$ cat config.mk
export PLATFORM = sky130hd
export DESIGN_NAME = ngc_cut_stage
export DESIGN_NICKNAME = d
export VERILOG_FILES = /design/src/rtl/ngc_pkg.sv /design/src/rtl/ngc_cut_stage.sv
export SDC_FILE = /design/constraint.sdc
export NUM_CORES = 1
export LEC_CHECK = 0
export BUFFER_PORTS_ARGS = -buffer_cell sky130_fd_sc_hd__buf_4
export CORE_ASPECT_RATIO = 0.9
export CORE_MARGIN = 2
export CORE_UTILIZATION = 55
export CTS_CLUSTER_DIAMETER = 200
export DETAILED_ROUTE_END_ITERATION = 6
export PLACE_DENSITY = 0.84
export SYNTH_ARGS = -nofsm -noshare
export SYNTH_HDL_FRONTEND = slang
export SYNTH_SLANG_ARGS = --single-unit
$ cat constraint.sdc
create_clock -name clk -period 11.36 [get_ports clk]
set_input_delay 2.272 -clock clk [delete_from_list [all_inputs] [get_ports clk]]
set_output_delay 2.272 -clock clk [all_outputs]
set_load 0.005 [all_outputs]
$ cat src/rtl/ngc_pkg.sv
package ngc_pkg;

  // Chunk position counter width and its saturation value
  localparam int POS_W = 17;
  localparam logic [POS_W-1:0] POS_CAP = {POS_W{1'b1}};

  // Gear table geometry
  localparam int GEAR_W   = 64;
  localparam int GEAR_AW  = 8;

  // Stream command codes carried on s_tuser
  localparam logic CMD_LOAD = 1'b0;
  localparam logic CMD_DATA = 1'b1;

  // Register indexes on the configuration port
  typedef enum logic [2:0] {
    REG_MIN_SIZE    = 3'd0,
    REG_NORMAL_SIZE = 3'd1,
    REG_MAX_SIZE    = 3'd2,
    REG_MASK_STRICT = 3'd3,
    REG_MASK_LOOSE  = 3'd4
  } cfg_reg_t;

  // Register reset values
  localparam logic [15:0]       MIN_SIZE_RST    = 16'd6144;
  localparam logic [POS_W-1:0]  NORMAL_SIZE_RST = POS_W'(8192);
  localparam logic [POS_W-1:0]  MAX_SIZE_RST    = POS_W'(32768);
  localparam logic [GEAR_W-1:0] MASK_STRICT_RST = 64'h0000_f907_0353_0000;
  localparam logic [GEAR_W-1:0] MASK_LOOSE_RST  = 64'h0000_d900_0353_0000;

  typedef struct packed {
    logic [15:0]       min_size;
    logic [POS_W-1:0]  normal_size;
    logic [POS_W-1:0]  max_size;
    logic [GEAR_W-1:0] mask_strict;
    logic [GEAR_W-1:0] mask_loose;
  } cfg_t;

  // One result: closed chunk length and final flag
  typedef struct packed {
    logic [POS_W-1:0] length;
    logic             last;
  } result_t;

  // Results pushed by the cut stage in one cycle (count 0..2, r0 first)
  typedef struct packed {
    logic [1:0] count;
    result_t    r0;
    result_t    r1;
  } push_t;

endpackage

$ cat src/rtl/ngc_cut_stage.sv
module ngc_cut_stage (
  input  logic                       clk,
  input  logic                       rst,
  input  ngc_pkg::cfg_t              cfg,
  input  logic                       data_accept,
  input  logic                       data_last,
  input  logic [ngc_pkg::GEAR_W-1:0] gear_value,
  input  logic                       out_space,
  output logic                       in_ready,
  output ngc_pkg::push_t             push
);
  import ngc_pkg::*;

  logic              busy;
  logic              last_q;
  logic [GEAR_W-1:0] fp;
  logic [GEAR_W-1:0] fp_next;
  logic [POS_W-1:0]  pos;
  logic [POS_W-1:0]  pos_next;
  logic              advance;

  logic              pos_nz;
  logic              cut_max;
  logic              do_hash;
  logic [GEAR_W-1:0] fp_hash;
  logic [GEAR_W-1:0] mask;
  logic              cut_hash;
  logic              cut;
  logic [POS_W-1:0]  pos_base;
  logic [POS_W-1:0]  pos_inc;

  assign advance  = busy && out_space;
  assign in_ready = !busy || out_space;

  // Hash the byte, test for a cut, step the position
  always_comb begin
    pos_nz   = (pos != '0);
    cut_max  = pos_nz && (pos >= cfg.max_size);
    do_hash  = !cut_max && (pos >= {1'b0, cfg.min_size});
    fp_hash  = {fp[GEAR_W-2:0], 1'b0} + gear_value;
    mask     = (pos < cfg.normal_size) ? cfg.mask_strict : cfg.mask_loose;
    cut_hash = do_hash && pos_nz && ((fp_hash & mask) == '0);
    cut      = cut_max || cut_hash;
    pos_base = cut ? '0 : pos;
    pos_inc  = (pos_base == POS_CAP) ? pos_base : pos_base + POS_W'(1);

    if (last_q) begin
      fp_next = '0;
    end else if (cut) begin
      fp_next = (cfg.min_size == '0) ? gear_value : '0;
    end else if (do_hash) begin
      fp_next = fp_hash;
    end else begin
      fp_next = fp;
    end
    pos_next = last_q ? '0 : pos_inc;
  end

  // Assemble the results of this byte
  always_comb begin
    push.count = '0;
    push.r0    = '{length: pos_inc, last: 1'b1};
    push.r1    = '{length: pos_inc, last: 1'b1};
    if (advance) begin
      push.count = {1'b0, cut} + {1'b0, last_q};
      if (cut) begin
        push.r0 = '{length: pos, last: 1'b0};
      end
    end
  end

  // Stage valid
  always_ff @(posedge clk) begin
    if (rst) begin
      busy <= 1'b0;
    end else if (data_accept) begin
      busy <= 1'b1;
    end else if (advance) begin
      busy <= 1'b0;
    end
  end

  always_ff @(posedge clk) begin
    if (data_accept) begin
      last_q <= data_last;
    end
  end

  // Chunk state
  always_ff @(posedge clk) begin
    if (rst) begin
      fp  <= '0;
      pos <= '0;
    end else if (advance) begin
      fp  <= fp_next;
      pos <= pos_next;
    end
  end

endmodule

# Word level (Yosys, flattened, before mapping)
# Index checks and enable logic that the tools add are counted.
# word_totals
reg_bits	82
wordCells	39
# classes
add_sub_neg	3
n_lt_le_gt_ge	3
n_eq_ne	1
mux	12
n_bitwise	1
reduce_logical	15
# ops
op	n
$mux 63	4
$add 64x64->64	1
$and 64x64->64	1
$logic_not 64->1	1
$mux 64	1
$mux 17	3
$mux 20	1
$mux 18	1
$add 17x1->17 const B	1
$eq 17x17->1 const B	1
$ge 17x16->1	1
$ge 17x17->1	1
$lt 17x17->1	1
$reduce_bool 17->1	1
$logic_not 16->1	1
$logic_and 1x1->1	5
$reduce_bool 3->1	1
$add 1x1->2	1
$logic_not 1->1	2
$logic_or 1x1->1	2
$mux 1	2
$reduce_and 2->1	1
$reduce_bool 2->1	1

# Depth between registers and ports, before layout
# logic_depth
ltp_word	12
depth_mapped	21

# Worst setup path before layout
# OpenSTA, ideal clock, no wires.
# synth_path
path_type	input to output
from	in gear_value[9] (netlist bit)
to	out push[36] (netlist bit)
arrival_time_ns	6.255
t_required_ns	9.088
slack_ns	2.833
path_stages	17
path_buffers	4
path_cell_list	ha_1 > clkbuf_1 > nand4_1 > o32a_1 > a2111oi_0 > or3_1 > xnor2_1 > o2bb2ai_1 > or4_1 > nor4_2 > nand4_4 > o21ai_2 > buf_4 > buf_4 > buf_2 > ha_1 > and3_1
# synth_lines
item	line_no	text
start, declared	ngc_cut_stage.sv:7	input logic [ngc_pkg::GEAR_W-1:0] gear_value,
end, declared	ngc_cut_stage.sv:10	output ngc_pkg::push_t push

==> impl_metrics.py <==
metrics = {
    "setup_path": {
        "crit_fanout": 43,
        "r2r-end": "fp[2]$_SDFFE_PP0P_",
        "crit_slowest_cell": "nor2_8",
        "cp_slowest_stage_delay_ns": 0.75,
        "r2r_start": "pos[5]$_SDFFE_PP0P_",
        "end_kind": "primary output",
        "crit_buf_inv": 3,
        "reg2reg_depth": 14,
        "crit_arrival_ns": 7.91,
        "cpMostUsedCell": "buf_4",
        "critPathKind": "input port to primary output",
        "cp_cell_sequence": "buf_4, inv_1, ha_1, a21oi_1, o221ai_1, o21a_4, nor2_8, mux2_1, a2111oi_0, nand4_1, nor4_2, nand4_4, o21ai_4, nand2_1, o221a_2, buf_4",
        "r2r_setup_slack_ns": 4.17,
        "crit_cells": 16,
        "worstPathRequired_ns": 9.09,
        "path_delay_family": "compound AO/OA/AOI/OAI gates",
        "startpoint_type": "input port",
    },
    "min_path": {
        "worst_hold_startpoint": "fp[18]$_SDFFE_PP0P_",
        "min_to": "fp[18]$_SDFFE_PP0P_",
        "hold_class": "flop to flop",
        "whs_path_depth": 2,
    },
    "detailed_routing": {
        "post_drt_wl_per_cell_microns": 23.1,
        "antenna_left": 0,
        "dr.pass1.iters": 6,
        "drt-initial-drc-count": 1522,
        "dr_total_vias": 13800,
        "avgViaCountPerCell": 6.80,
        "drc": 0,
        "routed_wl_microns": 47000,
    },
    "clock_network": {
        "cts_tree": "yes",
        "hold_buffers": 0,
        "cts_made_buffers": 9,
        "cts_resized": 0,
        "htree_num_levels": 3,
        "cts_buffer_depth": 2,
        "post_cts_buffers": 0,
        "cts_sinks": 82,
        "cts_root_buffer": "clkbuf_16",
        "worstSkewPairLatency_ns": 0.37,
        "path_clk_slew_ns": 0.08,
    },
    "sta": {
        "finalCritPeriodShare_pct": 89.6,
        "finalSetupViolations": 0,
        "relSlewSlack_pct": 19.6,
        "fmax_ghz": 0.0982,
        "hold_viol": 0,
        "fin_tns_setup_ns": 0,
        "min_period_ns": 10.18,
        "worst_pin_slew_ns": 1.19,
        "maxSlewViolCount": 0,
        "fin_skew_ns": 0.0117,
        "rsz0062_at_grt": "false",
    },
    "global_route": {
        "grt_antenna_before_repair": 0,
        "grt_pass1_vias": 12900,
        "grt_overflow": 0,
        "track_usage_pct": 42.1,
        "grt_max_degree": 67,
        "grt_pass1_wl_microns": 71500,
    },
    "yosys": {
        "ys_seq_elements": 82,
        "yosys_warnings": 0,
        "synth.area.top_cells": "dfxtp_1 14%, ha_1 12%, a21oi_1 6.0%",
        "synth.distinct_cells": 96,
        "yosysTopAreaCell": "dfxtp_1",
        "syn_avg_cell_area_sq_um": 7.16,
        "postSynth.asyncResetShare_pct": 0,
        "ys.flop_type": "dfxtp_1",
        "synthCells": 1566,
        "ys_seq_area_share_pct": 14.7,
        "syn_area_sq_um": 11200,
        "synth_fp_nets": 1926,
        "synth-edff-count": 1,
        "synth_top_area_share_pct": 14.5,
    },
    "placed_design": {
        "portBuffers": 284,
        "hpwl_microns": 37500,
        "place_congestion": 1.08,
    },
    "floorplan": {
        "dieArea_sq_um": 21600,
        "ioPinCount": 286,
        "die_x_microns": 155,
        "core.rowCount": 49,
        "start_util_pct": 56.1,
        "coreArea_sq_um": 20000,
        "die-height_microns": 139,
    },
    "finish": {
        "syn_to_final_growth_pct": 21.6,
        "fillCellCount": 1732,
        "antenna_cells": 0,
        "multi_input_area_sq_um": 8810,
        "drive_above_1_share_pct": 20.2,
        "final_core_util_pct": 68.2,
        "seq_area_sq_um": 1650,
        "nNetsFinal": 2133,
    },
    "run": {
        "maxCapViolCount": 0,
    },
    "power_and_ir_drop": {
        "powerDensity_nw_per_um2": 66.0,
        "vdd_ir_drop_max_v": 0.0000647,
        "leakagePower_uw": 0.00670,
    },
    "run_status": {
        "status": "complete, no violations",
    },
}
kinds of logic (layout without fill, tap and decap cells):
logic type	Yosys count	count (layout)	share of synthesized area [%]
buf+inv	182	394	6.89
xor+xnor	67	67	5.23
simple gates	550	550	23.8
mux	49	49	4.47
flops	82	82	14.7
compound gates	522	522	32.2
fa+ha+maj	113	113	12.7
other cells	1	1	0.0334
worst min-delay path: stages, from the launching register on:
cell and delay [ns]:
dfxtp_1 0.34, a32oi_1 0.06, nand2_1 0.05
routing by layer:
| metal | GRT usage (%) | part of all wire [%] | wire (microns) |
|---|---|---|---|
| met1 | 59.0 | 41 | 19100 |
| met2 | 65.2 | 43 | 20100 |
| met3 | 9.09 | 14 | 6370 |
| met4 | 11.4 | 3.0 | 1410 |
| met5 | 0 | 0 | 0 |
cell type report:
cell class                      instances  share of cell area [%]
Clock buffer                            9                    1.65
Clock inverter                          7                   0.697
Inverter                               81                    2.23
Multi-Input combinational cell       1302                    64.6
Sequential cell                        82                    12.1
Tap cell                              255                    2.34
Timing Repair Buffer                  297                    16.3
state kept, by name (all words and copies together) (netlist names):
name	count
busy	1
fp	63
last_q	1
pos	17
synth_stat cells (all sizes together) (6+ instances only):
cell type  count
mux2i         40
and3          20
nor2         127
nand2        174
o211ai         8
nand3         87
nor3          23
nand4         45
nor4          13
xor2          21
and4           9
mux2           9
a2111oi        7
a211oi        16
o2111ai        7
dfxtp         81
a31oi          8
xnor2         46
nand2b         7
and2          11
o31ai         18
o22ai          6
a22oi         39
clkbuf        64
inv           81
a32o           8
o21bai         8
o21a          23
a21o          35
a221o         11
o221a         13
o21ai        102
buf           37
nor2b          7
a221oi         6
a22o          11
a21oi        137
or3            6
a32oi         12
ha           112
placed cells by master (no fill, tap or decap), types with 46 or more instances in the layout:
master	n
inv_1	81
o21ai_0	92
ha_1	112
buf_4	297
nand2_1	173
dfxtp_1	81
a21oi_1	135
nand3_1	86
nor2_1	124
xnor2_1	46
stage by stage:
step / power, uW / hold slack, ns / area [sq um] / instances / worst slack [ns]
global route: 927 / 0.493 / 13600 / 2033 / 0.809
CTS: 889 / 0.469 / 13600 / 2033 / 1.38
floorplan: 437 / 0.431 / 11200 / 1566 / 2.83
detailed placement: 561 / 0.450 / 13300 / 2017 / 1.41
global placement: 559 / 0.443 / 13300 / 2017 / 1.53
finish: 900 / 0.472 / 13600 / 2033 / 1.18
worst max-delay path by stage:
stage	to	startpoint	slack (ns)
floorplan	push[36]	gear_value[9]	2.83
global placement	push[28]	cfg[153]	1.53
detailed placement	push[20]	cfg[157]	1.41
CTS	push[20]	cfg[157]	1.38
global route	push[31]	cfg[157]	0.81
finish	push[20]	cfg[157]	1.18
report_power, final:
group	internal (uW)	leakage [uW]	switching, uW	total (uW)
clock network	178	0.000157	157	335
registers	292	0.000664	4.11	296
logic	120	0.00588	149	269
total	590	0.00670	310	900
(Power assumes the default switching activity.)
