==> src/rtl/ngc_pkg.sv <==
package ngc_pkg;

  // Chunk position counter width and its saturation value
  localparam int POS_W = 17;
  localparam logic [POS_W-1:0] POS_CAP = {POS_W{1'b1}};

  // Gear table geometry
  localparam int GEAR_W   = 64;
  localparam int GEAR_AW  = 8;

  // Stream command codes carried on s_tuser
  localparam logic CMD_LOAD = 1'b0;
  localparam logic CMD_DATA = 1'b1;

  // Register indexes on the configuration port
  typedef enum logic [2:0] {
    REG_MIN_SIZE    = 3'd0,
    REG_NORMAL_SIZE = 3'd1,
    REG_MAX_SIZE    = 3'd2,
    REG_MASK_STRICT = 3'd3,
    REG_MASK_LOOSE  = 3'd4
  } cfg_reg_t;

  // Register reset values
  localparam logic [15:0]       MIN_SIZE_RST    = 16'd6144;
  localparam logic [POS_W-1:0]  NORMAL_SIZE_RST = POS_W'(8192);
  localparam logic [POS_W-1:0]  MAX_SIZE_RST    = POS_W'(32768);
  localparam logic [GEAR_W-1:0] MASK_STRICT_RST = 64'h0000_f907_0353_0000;
  localparam logic [GEAR_W-1:0] MASK_LOOSE_RST  = 64'h0000_d900_0353_0000;

  typedef struct packed {
    logic [15:0]       min_size;
    logic [POS_W-1:0]  normal_size;
    logic [POS_W-1:0]  max_size;
    logic [GEAR_W-1:0] mask_strict;
    logic [GEAR_W-1:0] mask_loose;
  } cfg_t;

  // One result: closed chunk length and final flag
  typedef struct packed {
    logic [POS_W-1:0] length;
    logic             last;
  } result_t;

  // Results pushed by the cut stage in one cycle (count 0..2, r0 first)
  typedef struct packed {
    logic [1:0] count;
    result_t    r0;
    result_t    r1;
  } push_t;

endpackage

==> src/rtl/ngc_out_fifo.sv <==
module ngc_out_fifo (
  input  logic              clk,
  input  logic              rst,
  input  ngc_pkg::push_t    push,
  output logic              space,
  output logic              out_valid,
  input  logic              out_ready,
  output ngc_pkg::result_t  out_data
);
  import ngc_pkg::*;

  localparam int DEPTH = 4;
  localparam int AW    = $clog2(DEPTH);

  result_t         entries [DEPTH];
  logic [AW-1:0]   wr_ptr;
  logic [AW-1:0]   rd_ptr;
  logic [AW:0]     count;
  logic            pop;
  logic [AW-1:0]   wr_ptr_1;

  assign space     = (count <= (AW+1)'(DEPTH - 2));
  assign out_valid = (count != '0);
  assign out_data  = entries[rd_ptr];
  assign pop       = out_valid && out_ready;
  assign wr_ptr_1  = wr_ptr + AW'(1);

  // Store up to two results
  always_ff @(posedge clk) begin
    if (push.count != '0) begin
      entries[wr_ptr] <= push.r0;
    end
    if (push.count == 2'd2) begin
      entries[wr_ptr_1] <= push.r1;
    end
  end

  // Pointers and fill level
  always_ff @(posedge clk) begin
    if (rst) begin
      wr_ptr <= '0;
      rd_ptr <= '0;
      count  <= '0;
    end else begin
      wr_ptr <= wr_ptr + AW'(push.count);
      if (pop) begin
        rd_ptr <= rd_ptr + AW'(1);
      end
      count <= count + (AW+1)'(push.count) - (AW+1)'(pop);
    end
  end

endmodule

==> config.mk <==
export PLATFORM = sky130hd
export DESIGN_NAME = ngc_out_fifo
export DESIGN_NICKNAME = d
export VERILOG_FILES = /design/src/rtl/ngc_pkg.sv /design/src/rtl/ngc_out_fifo.sv
export SDC_FILE = /design/constraint.sdc
export NUM_CORES = 1
export LEC_CHECK = 0
export ABC_AREA = 1
export BUFFER_PORTS_ARGS = -buffer_cell sky130_fd_sc_hd__buf_4
export CAP_MARGIN = 10
export CORE_AREA = 4 4 101 103
export CTS_CLUSTER_SIZE = 24
export DETAILED_ROUTE_END_ITERATION = 12
export DIE_AREA = 0 0 105 107
export PLACE_DENSITY = 0.78
export SLEW_MARGIN = 0
export SYNTH_ARGS = -nofsm -noshare
export SYNTH_HDL_FRONTEND = slang
export SYNTH_SLANG_ARGS = --single-unit
==> constraint.sdc <==
create_clock -name clk -period 2.4 [get_ports clk]
set_input_delay 0.12 -clock clk [delete_from_list [all_inputs] [get_ports clk]]
set_output_delay 0.12 -clock clk [all_outputs]
set_load 0.01 [all_outputs]
Word-level counts from Yosys, hierarchy flattened
Memory sizes are Yosys's and may differ from the RTL's. A register that Yosys moved wholly into a read port is not among the register bits.
Index checks and enable logic that the tools add are counted.
W data, S select, Z words.
Storage, ports and cells
  output and inout port bits: 20
  bits in registers: 7
  memory bits (writable): 72
  latch bits: 0
  memories: 1
  memory bits (read-only): 0
  word-level logic and storage cells: 20
  input bits: 41
Memories
  entries: depth 4, width 18, rd ports 1, clocked after Yosys merged registers in 1, wr ports 2, line ngc_out_fifo.sv:15  | result_t entries [DEPTH];
Operators by class
  shift-type cells: 0
  eq/ne operators: 1
  bitwise logic cells: 0
  muxes and demuxes: 6
  add/subtract/negate cells: 5
  magnitude comparators: 1
  divide/modulo/power cells: 0
  reductions and logical operators: 3
  multipliers: 0
Operators by type and width (number)
  $add A2 B1 Y2 const B: 2
  $mux W1: 4
  $mux W2: 2
  $add A3 B2 Y3: 1
  $le A3 B2 Y1 const B: 1
  $reduce_bool A3 Y1: 1
  $sub A3 B1 Y3: 1
  $add A2 B2 Y2: 1
  $eq A2 B2 Y1 const B: 1
  $reduce_bool A2 Y1: 1
  $logic_and A1 B1 Y1: 1

Longest topological paths before layout
Gate-level depths: netlist of run 1.
  depth after elaboration: 4
  mapped depth: 10
  gate-level depth less buffers: 10

Worst setup path before layout of run 1
No wires, ideal clock.
  kind: register to register
  start: register wr_ptr[0]
  end: memory entries[3][0] (netlist bit) (enable)
  clock period less this slack: 2.489 ns
  setup slack: -0.089 ns
  setup time: 0.421 ns
  cell stages (with the launch flop): 3
  data arrival time: 2.068 ns
  data required time: 1.979 ns
  path buffers: 0
  cells stage by stage: dfxtp_1 inv_2 o31ai_1
RTL lines
  start, declared: line ngc_out_fifo.sv:16  | logic [AW-1:0] wr_ptr;
  start signal, assigned: line ngc_out_fifo.sv:45  | wr_ptr <= wr_ptr + AW'(push.count);
  end, declared: line ngc_out_fifo.sv:15

Worst setup path after layout of run 1
  start: register count[2]
  end: register count[2]
On the way
  cells in the longest elaborated chain, start to end: 3
  elaborated cells on any way between the ends: 4
  classes of those cells: add/sub: 2; reduce/logical: 2
RTL lines
  start, declared: line ngc_out_fifo.sv:18  | logic [AW:0] count;
  start signal, assigned: line ngc_out_fifo.sv:49  | count <= count + (AW+1)'(push.count) - (AW+1)'(pop);
  $reduce_bool A3 Y1: line ngc_out_fifo.sv:23  | assign out_valid = (count != '0);
  $logic_and A1 B1 Y1: line ngc_out_fifo.sv:25  | assign pop = out_valid && out_ready;
  via pop: line ngc_out_fifo.sv:19  | logic pop;
  $sub A3 B1 Y3: line ngc_out_fifo.sv:49
The timed path passes the listed nets, and every way through them passes these cells.
A chain may end at the register's enable or synchronous reset.

==> results of run 1 <==
synth_stat cells (all sizes together):
library cell / count
o31ai: 4
nand2: 82
ha: 4
inv: 34
a21boi: 1
clkbuf: 4
fa: 1
a21oi: 5
or2: 1
nor2: 47
o21ai: 108
dfxtp: 9
buf: 18
nand3: 7
edfxtp: 72
o22ai: 18
registers in the layout, summed over array words and instances (netlist names), named ones only:
register,flops
count,3
entries,72
rd_ptr,2
wr_ptr,2
path summary, 6_finish.rpt:
path                                        startpoint                     end  slack (ns)  cells past startpoint
worst max-delay path               count[2]$_SDFF_PP0_     count[2]$_SDFF_PP0_        0.23                      9
worst min-delay path                         out_ready  rd_ptr[0]$_SDFFE_PP0P_        0.05                      3
worst max register to register     count[2]$_SDFF_PP0_     count[2]$_SDFF_PP0_        0.23                      9
worst min register to register  rd_ptr[0]$_SDFFE_PP0P_  rd_ptr[0]$_SDFFE_PP0P_        0.50                      2
power by group:
| part | total, uW | switching (uW) | leakage, uW | internal, uW |
|---|---|---|---|---|
| Combinational | 1280 | 767 | 0.00121 | 508 |
| Sequential | 1770 | 53.4 | 0.000751 | 1720 |
| Clock | 976 | 501 | 0.0000961 | 476 |
| Total | 4020 | 1320 | 0.00206 | 2700 |
cells in the final DEF (no fill, tap or decap), drive strengths merged, types with 4 or more instances in the layout:
cell	netlist	routed
o21ai	108	108
nand2	82	82
edfxtp	72	72
buf	18	70
nor2	47	47
inv	34	34
o22ai	18	18
clkbuf	4	10
dfxtp	9	9
nand3	7	7
a21oi	5	5
o31ai	4	4
ha	4	4
clkinv	0	4
cell type report:
cell class,count,area (sq um)
Inverter,34,128
Tap cell,111,139
Clock buffer,10,128
Timing Repair Buffer,71,536
Multi-Input combinational cell,278,1650
Fill cell,790,4220
Clock inverter,5,57.6
Sequential cell,81,2340
kinds of logic after synthesis:
group	count (synthesis)
simple gates	137
compound gates	136
flops	81
buf+inv	56
fa+ha+maj	5
through the flow:
stage / util (%) / power, uW / setup TNS, ns / cell area, sq um / hold slack, ns
2_1_floorplan: - / 2570 / -4.46 / 4260 / 0.191
3_3_place_gp: 52.0 / 3030 / 0 / 4780 / 0.311
3_5_place_dp: 52.0 / 3080 / 0 / 4780 / 0.311
4_1_cts: 54.1 / 4050 / 0 / 4980 / 0.0356
5_1_grt: 54.1 / 4240 / 0 / 4980 / 0.0542
6_report: 54.1 / 4020 / 0 / 4980 / 0.0491
worst max-delay path, stage by stage, from the launching register on:
cell	delay, ns
dfxtp_1	0.34
nor2_1	0.14
a21boi_0	0.14
ha_1	0.30
inv_1	0.04
ha_1	0.19
fa_1	0.38
or2_2	0.30
a21oi_1	0.15
nor2_1	0.07
layer usage:
layer | track usage [%] | part of all wire, %
met1 | 19.2 | 40
met2 | 31.3 | 53
met3 | 3.91 | 5.5
met4 | 6.56 | 2.0
met5 | 0 | 0
==> run metrics, run 1 <==
CTS sink cnt between 80 and 90; area delta synth->final 17.0%; Yosys cell types 25; share of the synthesized area in the top cell type between 50% and 60%; post-cts resize count 0; Cells after Synth 415; crit share post-route 90.3%; Post-Place Worst Slack 0.261 ns; largest cells by area after synthesis edfxtp_1, o21ai_2, nand2_1; synthesized cell area 4260 sq um; worst slew pin tran approximately 1.1 ns; Post-Synth Adder-Cell Area 1.65%; CP Data Arrival Time 2.41 ns; Net Count, Synth 461; row count 35; Post-Place Cells 574; GP Congestion 0.752; post-route antenna net violation count 0; # nets final around 520; root buffer cell clkbuf_8; Synth Register Bits 81; crit end category flip-flop; total wire length approximately 9.3 mm; worst setup path class reg -> reg; Final Setup Violations 0; simple-gate share of the synthesized area around 14%; Top Ports 61; H-tree depth 3; VDD IR-drop max 0.000450 V; Final Hold Viols 0; Tot GR Track Use 17.1%; worst skew pair latency 0.35 ns; CP max FO 4; setup slack after layout 0.234 ns; pin count of the biggest net entering global routing 37; die height 107 microns; Antenna diodes 0; post-synthesis sequential area ratio 55.0%; PortBufs 60; Die ar. 11200 sq um; CTS tree built; vias in the first global route ~3200; MaxCap Viol Count 0; mux share of post-synthesis cell area 0%; Clk pin slew, worst setup/hold paths approximately 0.08 ns; Peak Freq 0.462 GHz; DP HPWL 6.23 mm; first-pass GRT wire length 15.1 mm; xor-xnor portion of the synthesized cell area 0%; core footprint between 9000 and 10000 sq um; CTS Buffer Depth 2; WP data required 2.64 ns; DRC 0; hold_buf cts 1; Mean Syn Cell Area 10.3 sq um; power density cells 808 nW/um^2; Hold WC Path Type in -> reg; Compound-Gate Fraction of Synth Area 21.8%; first-pass iteration count of the detailed router 5; largest family of logic cells by synthesized area compound AO/OA/AOI/OAI gates; Final Skew 0.0106 ns; initial drt markers 164; total gr overflow 0; minimum clock period 2.17 ns; Routed WL per cell 15.8 microns; Leak Pwr 0.00206 uW; die width between 100 and 150 microns; startpoint types flip-flop; area leader, netlist edfxtp_1; initial antenna violation count 0; share of cells above drive strength 1 32.6%; YS warnings 0; Vias/cell roughly 5.4; unrepaired setup endpoints after global routing false; slew margin rel. 29.5%; Initial Utilization 46.3%; total number of vias between 3000 and 4000; CTS buffer count 9; status completed; post-CTS setup buffers 0; fin. max-slew vios 0; Non-Filler Instances 590
Note: power is estimated with default switching activity, not from simulation.
==> inputs of run 2 (changes only) <==
--- a/config.mk
+++ b/config.mk
@@ -6,13 +6,13 @@
 export NUM_CORES = 1
 export LEC_CHECK = 0
 export ABC_AREA = 1
-export BUFFER_PORTS_ARGS = -buffer_cell sky130_fd_sc_hd__buf_4
+export BUFFER_PORTS_ARGS = -buffer_cell sky130_fd_sc_hd__buf_2
 export CAP_MARGIN = 10
 export CORE_AREA = 4 4 101 103
-export CTS_CLUSTER_SIZE = 24
+export CTS_CLUSTER_SIZE = 40
 export DETAILED_ROUTE_END_ITERATION = 12
 export DIE_AREA = 0 0 105 107
-export PLACE_DENSITY = 0.78
+export PLACE_DENSITY = 0.75
 export SLEW_MARGIN = 0
 export SYNTH_ARGS = -nofsm -noshare
 export SYNTH_HDL_FRONTEND = slang
==> constraint.sdc (replaced) <==
create_clock -name clk -period 2.33 [get_ports clk]
set_input_delay 0.1165 -clock clk [delete_from_list [all_inputs] [get_ports clk]]
set_output_delay 0.1165 -clock clk [all_outputs]
set_load 0.01 [all_outputs]
==> run 2 against run 1 <==
Effect of this change:
- sequential power rose by 3%
- flip-flop and latch count did not move
- critical path type unchanged
- highest routed layer unchanged
- core utilization fell by 1.8 points
- clock power fell by 3.9%
==> run metrics, run 2 (synthesis results as in run 1) <==
most frequent cells in the layout nand2_1, edfxtp_1, buf_2, o21ai_2, nor2_1; hold_sp out_ready; Logic pwr share 30.4%; Leak Pwr between 0.0015 and 0.002 uW; GP Congestion 0.746; Top Ports 61; die width ~110 microns; Hold WC Path Type in -> reg; most common cell after layout, fill and taps aside nand2_1; Tot GR Track Use roughly 17%; die height between 100 and 150 microns; MaxCap Viol Count 0; Post-Place Worst Slack approximately 0.21 ns; vias in the first global route ~3200; post-route core utilization 52.3%; GR peak layer met2; stages on the worst setup path 9; CTS buffer count 9; Final Setup Violations 0; Initial Utilization ~46%; Final TNS setup 0 ns; root buffer cell clkbuf_8; total number of vias 3152; post-route antenna net violation count 0; Vias/cell approximately 5.3; CTS Buffer Depth 2; post-CTS setup buffers 0; Routed WL per cell 15.7 microns; minimum clock period 2.12 ns; CTS tree built; total wire length 9.27 mm; total gr overflow 0; Final Hold Viols 0; worst skew pair latency 0.36 ns; initial antenna violation count 0; core footprint 9200 sq um; WHS Path Cells 3; met1 Usage GRT 20.9%; Power, Total 3970 uW; fin. max-slew vios 0; met2 usage 30.1%; capturing point of the worst reg2reg path count[2]$_SDFF_PP0_; unrepaired setup endpoints after global routing false; H-tree depth 3; crit end category flip-flop; met3 Use GR around 4.6%; slew margin rel. 24.9%; Largest regs entries x72, count x3; pin count of the biggest net entering global routing 37; area delta synth->final 13.1%; worst slew pin tran between 1 and 1.5 ns; clock network fraction of design power 23.6%; Antenna diodes 0; VDD IR-drop max 0.000565 V; Clk pin slew, worst setup/hold paths 0.08 ns; register bank with the most flops entries; Flop pwr share 45.9%; Peak Freq approximately 0.47 GHz; first-pass GRT wire length between 15 and 20 mm; initial drt markers 193; Sw Share a little over a third; Final Skew 0.0142 ns; FF-to-FF setup slack 0.21 ns; Critical-path top delay cell fa_1; critical-path cell list nor2_1 > a21boi_0 > ha_1 > inv_1 > ha_1 > fa_1 > or2_2 > a21oi_1 > nor2_1; startpoint types flip-flop; share of cells above drive strength 1 32.6%; DP HPWL 6.07 mm; DRC 0; switching power approximately 1400 uW; CP max FO 4; setup slack after layout 0.210 ns; Max stage delay on crit path 0.38 ns; CTS sink cnt 81; WP data required 2.58 ns; Die ar. 11200 sq um; first-pass iteration count of the detailed router 5; reg2reg start count[2]$_SDFF_PP0_; row count 35; worst setup path class reg -> reg; CP Data Arrival Time 2.37 ns; status completed; # nets final 520; PortBufs 60; number of flip-flops in the largest register 72; Worst Reg-to-Reg Cells 9; Worst Path Buf+Inv 1; post-cts resize count 0; Pint roughly 2600 uW; power density cells 824 nW/um^2; Crit path max-delay family adder cells; crit share post-route between 90% and 100%
-- run 2: timing repair --
| item | 4_1_cts | 5_1_grt |
|---|---|---|
| hold endpoints to repair | 3 | 0 |
| hold buffers | 1 | 0 |
| setup endpoints to repair | 0 | 0 |
-- run 2: cell type report --
cell class              count  area, sq um
fillers                   841         4380
flip-flops and latches     81         2340
multi-input cells         278         1650
repair buffers             70          378
well taps                 111          139
clock buffers              10          128
inverters                  34          128
clock inverters             6         50.0
-- run 2: tightest hold or removal path, stage by stage --
cell and delay, ns:
buf_2 0.10, a21oi_1 0.08, nor2_1 0.08
-- run 2: worst max-delay path by stage --
stage	from	endpoint
after floorplan	wr_ptr[0]$_SDFF_PP0_	entries[3][0]$_DFFE_PP_
after global placement	count[2]$_SDFF_PP0_	count[2]$_SDFF_PP0_
after detailed placement	count[2]$_SDFF_PP0_	count[2]$_SDFF_PP0_
after CTS	count[2]$_SDFF_PP0_	count[2]$_SDFF_PP0_
after global routing	count[2]$_SDFF_PP0_	count[2]$_SDFF_PP0_
final	count[2]$_SDFF_PP0_	count[2]$_SDFF_PP0_
-- run 2: layer usage --
layer / wire length (microns) / part of all wire [%] / up-vias
li1: - / - / 1565
met1: 3820 / 41 / 1472
met2: 4700 / 51 / 101
met3: 589 / 6.4 / 14
met4: 159 / 1.7 / 0
met5: 0 / 0 / -
-- run 2: metrics by stage --
step / cells / hold slack, ns / instance area [sq um]
finish: 590 / 0.0551 / 4810
floorplan: 415 / 0.188 / 4260
global route: 590 / 0.0659 / 4810
detailed placement: 573 / 0.333 / 4620
CTS: 590 / 0.0350 / 4810
global placement: 573 / 0.324 / 4620
-- run 2: power by group through the flow --
stage	Combinational [uW]	Clock, uW	Sequential [uW]
floorplan	797	0	1850
CTS	1220	958	1820
detailed placement	1210	0	1860
finish	1210	938	1820
global placement	1170	0	1850
global route	1360	1020	1840
==> inputs of run 3 (changes only) <==
--- a/config.mk
+++ b/config.mk
@@ -6,13 +6,14 @@
 export NUM_CORES = 1
 export LEC_CHECK = 0
 export ABC_AREA = 1
-export BUFFER_PORTS_ARGS = -buffer_cell sky130_fd_sc_hd__buf_2
 export CAP_MARGIN = 10
 export CORE_AREA = 4 4 101 103
-export CTS_CLUSTER_SIZE = 40
+export CTS_CLUSTER_SIZE = 28
 export DETAILED_ROUTE_END_ITERATION = 12
 export DIE_AREA = 0 0 105 107
-export PLACE_DENSITY = 0.75
+export DONT_BUFFER_PORTS = 1
+export GPL_ROUTABILITY_DRIVEN = 0
+export PLACE_DENSITY = 0.69
 export SLEW_MARGIN = 0
 export SYNTH_ARGS = -nofsm -noshare
 export SYNTH_HDL_FRONTEND = slang
==> run 3 against run 2 <==
Effect of this change:
- routed wire length fell by 0.82%
- global-route usage fell by 0.45 points
- clock skew fell by 0.0048 ns
- sequential share of layout area rose by 0.71 points
- critical path depth did not move
- clock-buffer cell count did not move
- cell area fell by 1.4%
- fmax rose by 0.32%
- hold slack got worse by 0.044 ns
- clock power rose by 19%
- cell count fell by 6.9%
==> run metrics, run 3 (synthesis results as in run 1) <==
# nets final 479; unrepaired setup endpoints after global routing false; status completed; total gr overflow 0; fin. max-slew vios 0; initial antenna violation count 0; CTS buffer count 9; Tot GR Track Use between 10% and 20%; root buffer cell clkbuf_8; DP HPWL about 6.1 mm; post-route core utilization 51.6%; die width 105 microns; PortBufs 0; Initial Utilization ~46%; first-pass GRT wire length about 15 mm; startpoint types flip-flop; vias in the first global route 3046; worst skew pair latency 0.34 ns; Critical-path top delay cell fa_1; core footprint 9200 sq um; Final Hold Viols 0; worst setup path class reg -> reg; Leak Pwr 0.00185 uW; row count 35; CP Data Arrival Time around 2.4 ns; MaxCap Viol Count 0; Clk pin slew, worst setup/hold paths 0.08 ns; Post-Place Worst Slack 0.238 ns; area delta synth->final 11.5%; pin count of the biggest net entering global routing 37; most common cell after layout, fill and taps aside nand2_1; Hold WC Path Type in -> reg; Worst Reg-to-Reg Cells 9; power density cells 846 nW/um^2; post-CTS setup buffers 0; VDD IR-drop max between 0.0005 and 0.0006 V; initial drt markers 178; Die ar. between 10000 and 15000 sq um; Antenna diodes 0; post-route antenna net violation count 0; CTS Buffer Depth 2; DRC 0; minimum clock period about 2.1 ns; Vias/cell 5.43; total number of vias approximately 3000; Top Ports 61; Final Skew 0.00939 ns; most frequent cells in the layout nand2_1, edfxtp_1, o21ai_2, nor2_1; crit share post-route between 90% and 100%; Max stage delay on crit path between 0.3 and 0.4 ns; share of cells above drive strength 1 a little over a fifth; CTS tree built; first-pass iteration count of the detailed router 5; Largest regs entries x72, count x3; fillers 819; Non-Filler Instances 549; CP max FO 4; Final Setup Violations 0; Post-DP Area 4320 sq um; WP data required 2.56 ns; slew margin rel. 28.2%; Routed WL per cell 16.7 microns; die height 107 microns; crit end category flip-flop; critical-path cell list nor2_1 > a21boi_0 > ha_1 > inv_1 > ha_1 > fa_1 > or2_2 > a21oi_1 > nor2_1; WHS Path Cells 3; worst slew pin tran 1.08 ns; FF+latch area 2340 sq um; Post-Layout Inst Area roughly 4700 sq um; number of flip-flops in the largest register 72; hold_buf cts 20; total wire length 9.19 mm; H-tree depth 3; multi-input logic area between 1500 and 2000 sq um; CTS sink cnt 81; register bank with the most flops entries; Peak Freq approximately 0.47 GHz; Post-Place Cells 513; post-cts resize count 0; setup slack after layout ~0.22 ns; Min Hold Slack 0.0115 ns
run 3: cell count changes in the layout (fill, tap and decap cells not counted):
cell / change
clkinv_4: -2
clkinvlp_4: +1
inv_6: -1
dlygate4sd3_1: +19
bufinv_16: +2
buf_2: -60
run 3: per-layer routing:
metal  vias to the layer above  part of all wire [%]  track usage [%]
met5                         -                     0                0
li1                       1489                     -                -
met1                      1397                    39             19.6
met4                         0                   1.2             5.90
met3                        11                   7.9             4.52
met2                        83                    52             30.3
run 3: final cells by class:
| type | count | area share [%] |
|---|---|---|
| Timing Repair Buffer | 29 | 5.64 |
| Clock inverter | 6 | 1.93 |
| Tap cell | 111 | 2.93 |
| Sequential cell | 81 | 49.4 |
| Clock buffer | 10 | 2.69 |
| Inverter | 34 | 2.69 |
| Multi-Input combinational cell | 278 | 34.7 |
run 3: path summary, 6_finish.rpt:
check,start,endpoint,slack [ns]
setup / recovery,count[2]$_SDFF_PP0_,count[2]$_SDFF_PP0_,0.22
hold / removal,push[36],wr_ptr[0]$_SDFF_PP0_,0.01
setup reg to reg,count[2]$_SDFF_PP0_,count[2]$_SDFF_PP0_,0.22
hold reg to reg,rd_ptr[0]$_SDFFE_PP0P_,flip-flop,0.49
run 3: power by group:
group / leakage, uW / total, uW / internal, uW / switching, uW
registers: 0.000751 / 1820 / 1770 / 53.8
clock network: 0.0000991 / 1120 / 608 / 510
logic: 0.000999 / 1070 / 318 / 753
total: 0.00185 / 4010 / 2690 / 1320
run 3: through the flow:
stage	setup TNS, ns	total power (uW)
after global placement	0	2840
final	0	4010
after detailed placement	0	2890
after global routing	0	4240
after CTS	0	4030
after floorplan	-8.24	2640
run 3: critical path: cells and delay by family (launching register included):
kind	cells	cell delay (ns)
compound gates	2	0.27
simple gates	3	0.50
buf+inv	1	0.04
flops	1	0.35
fa+ha+maj	3	0.86
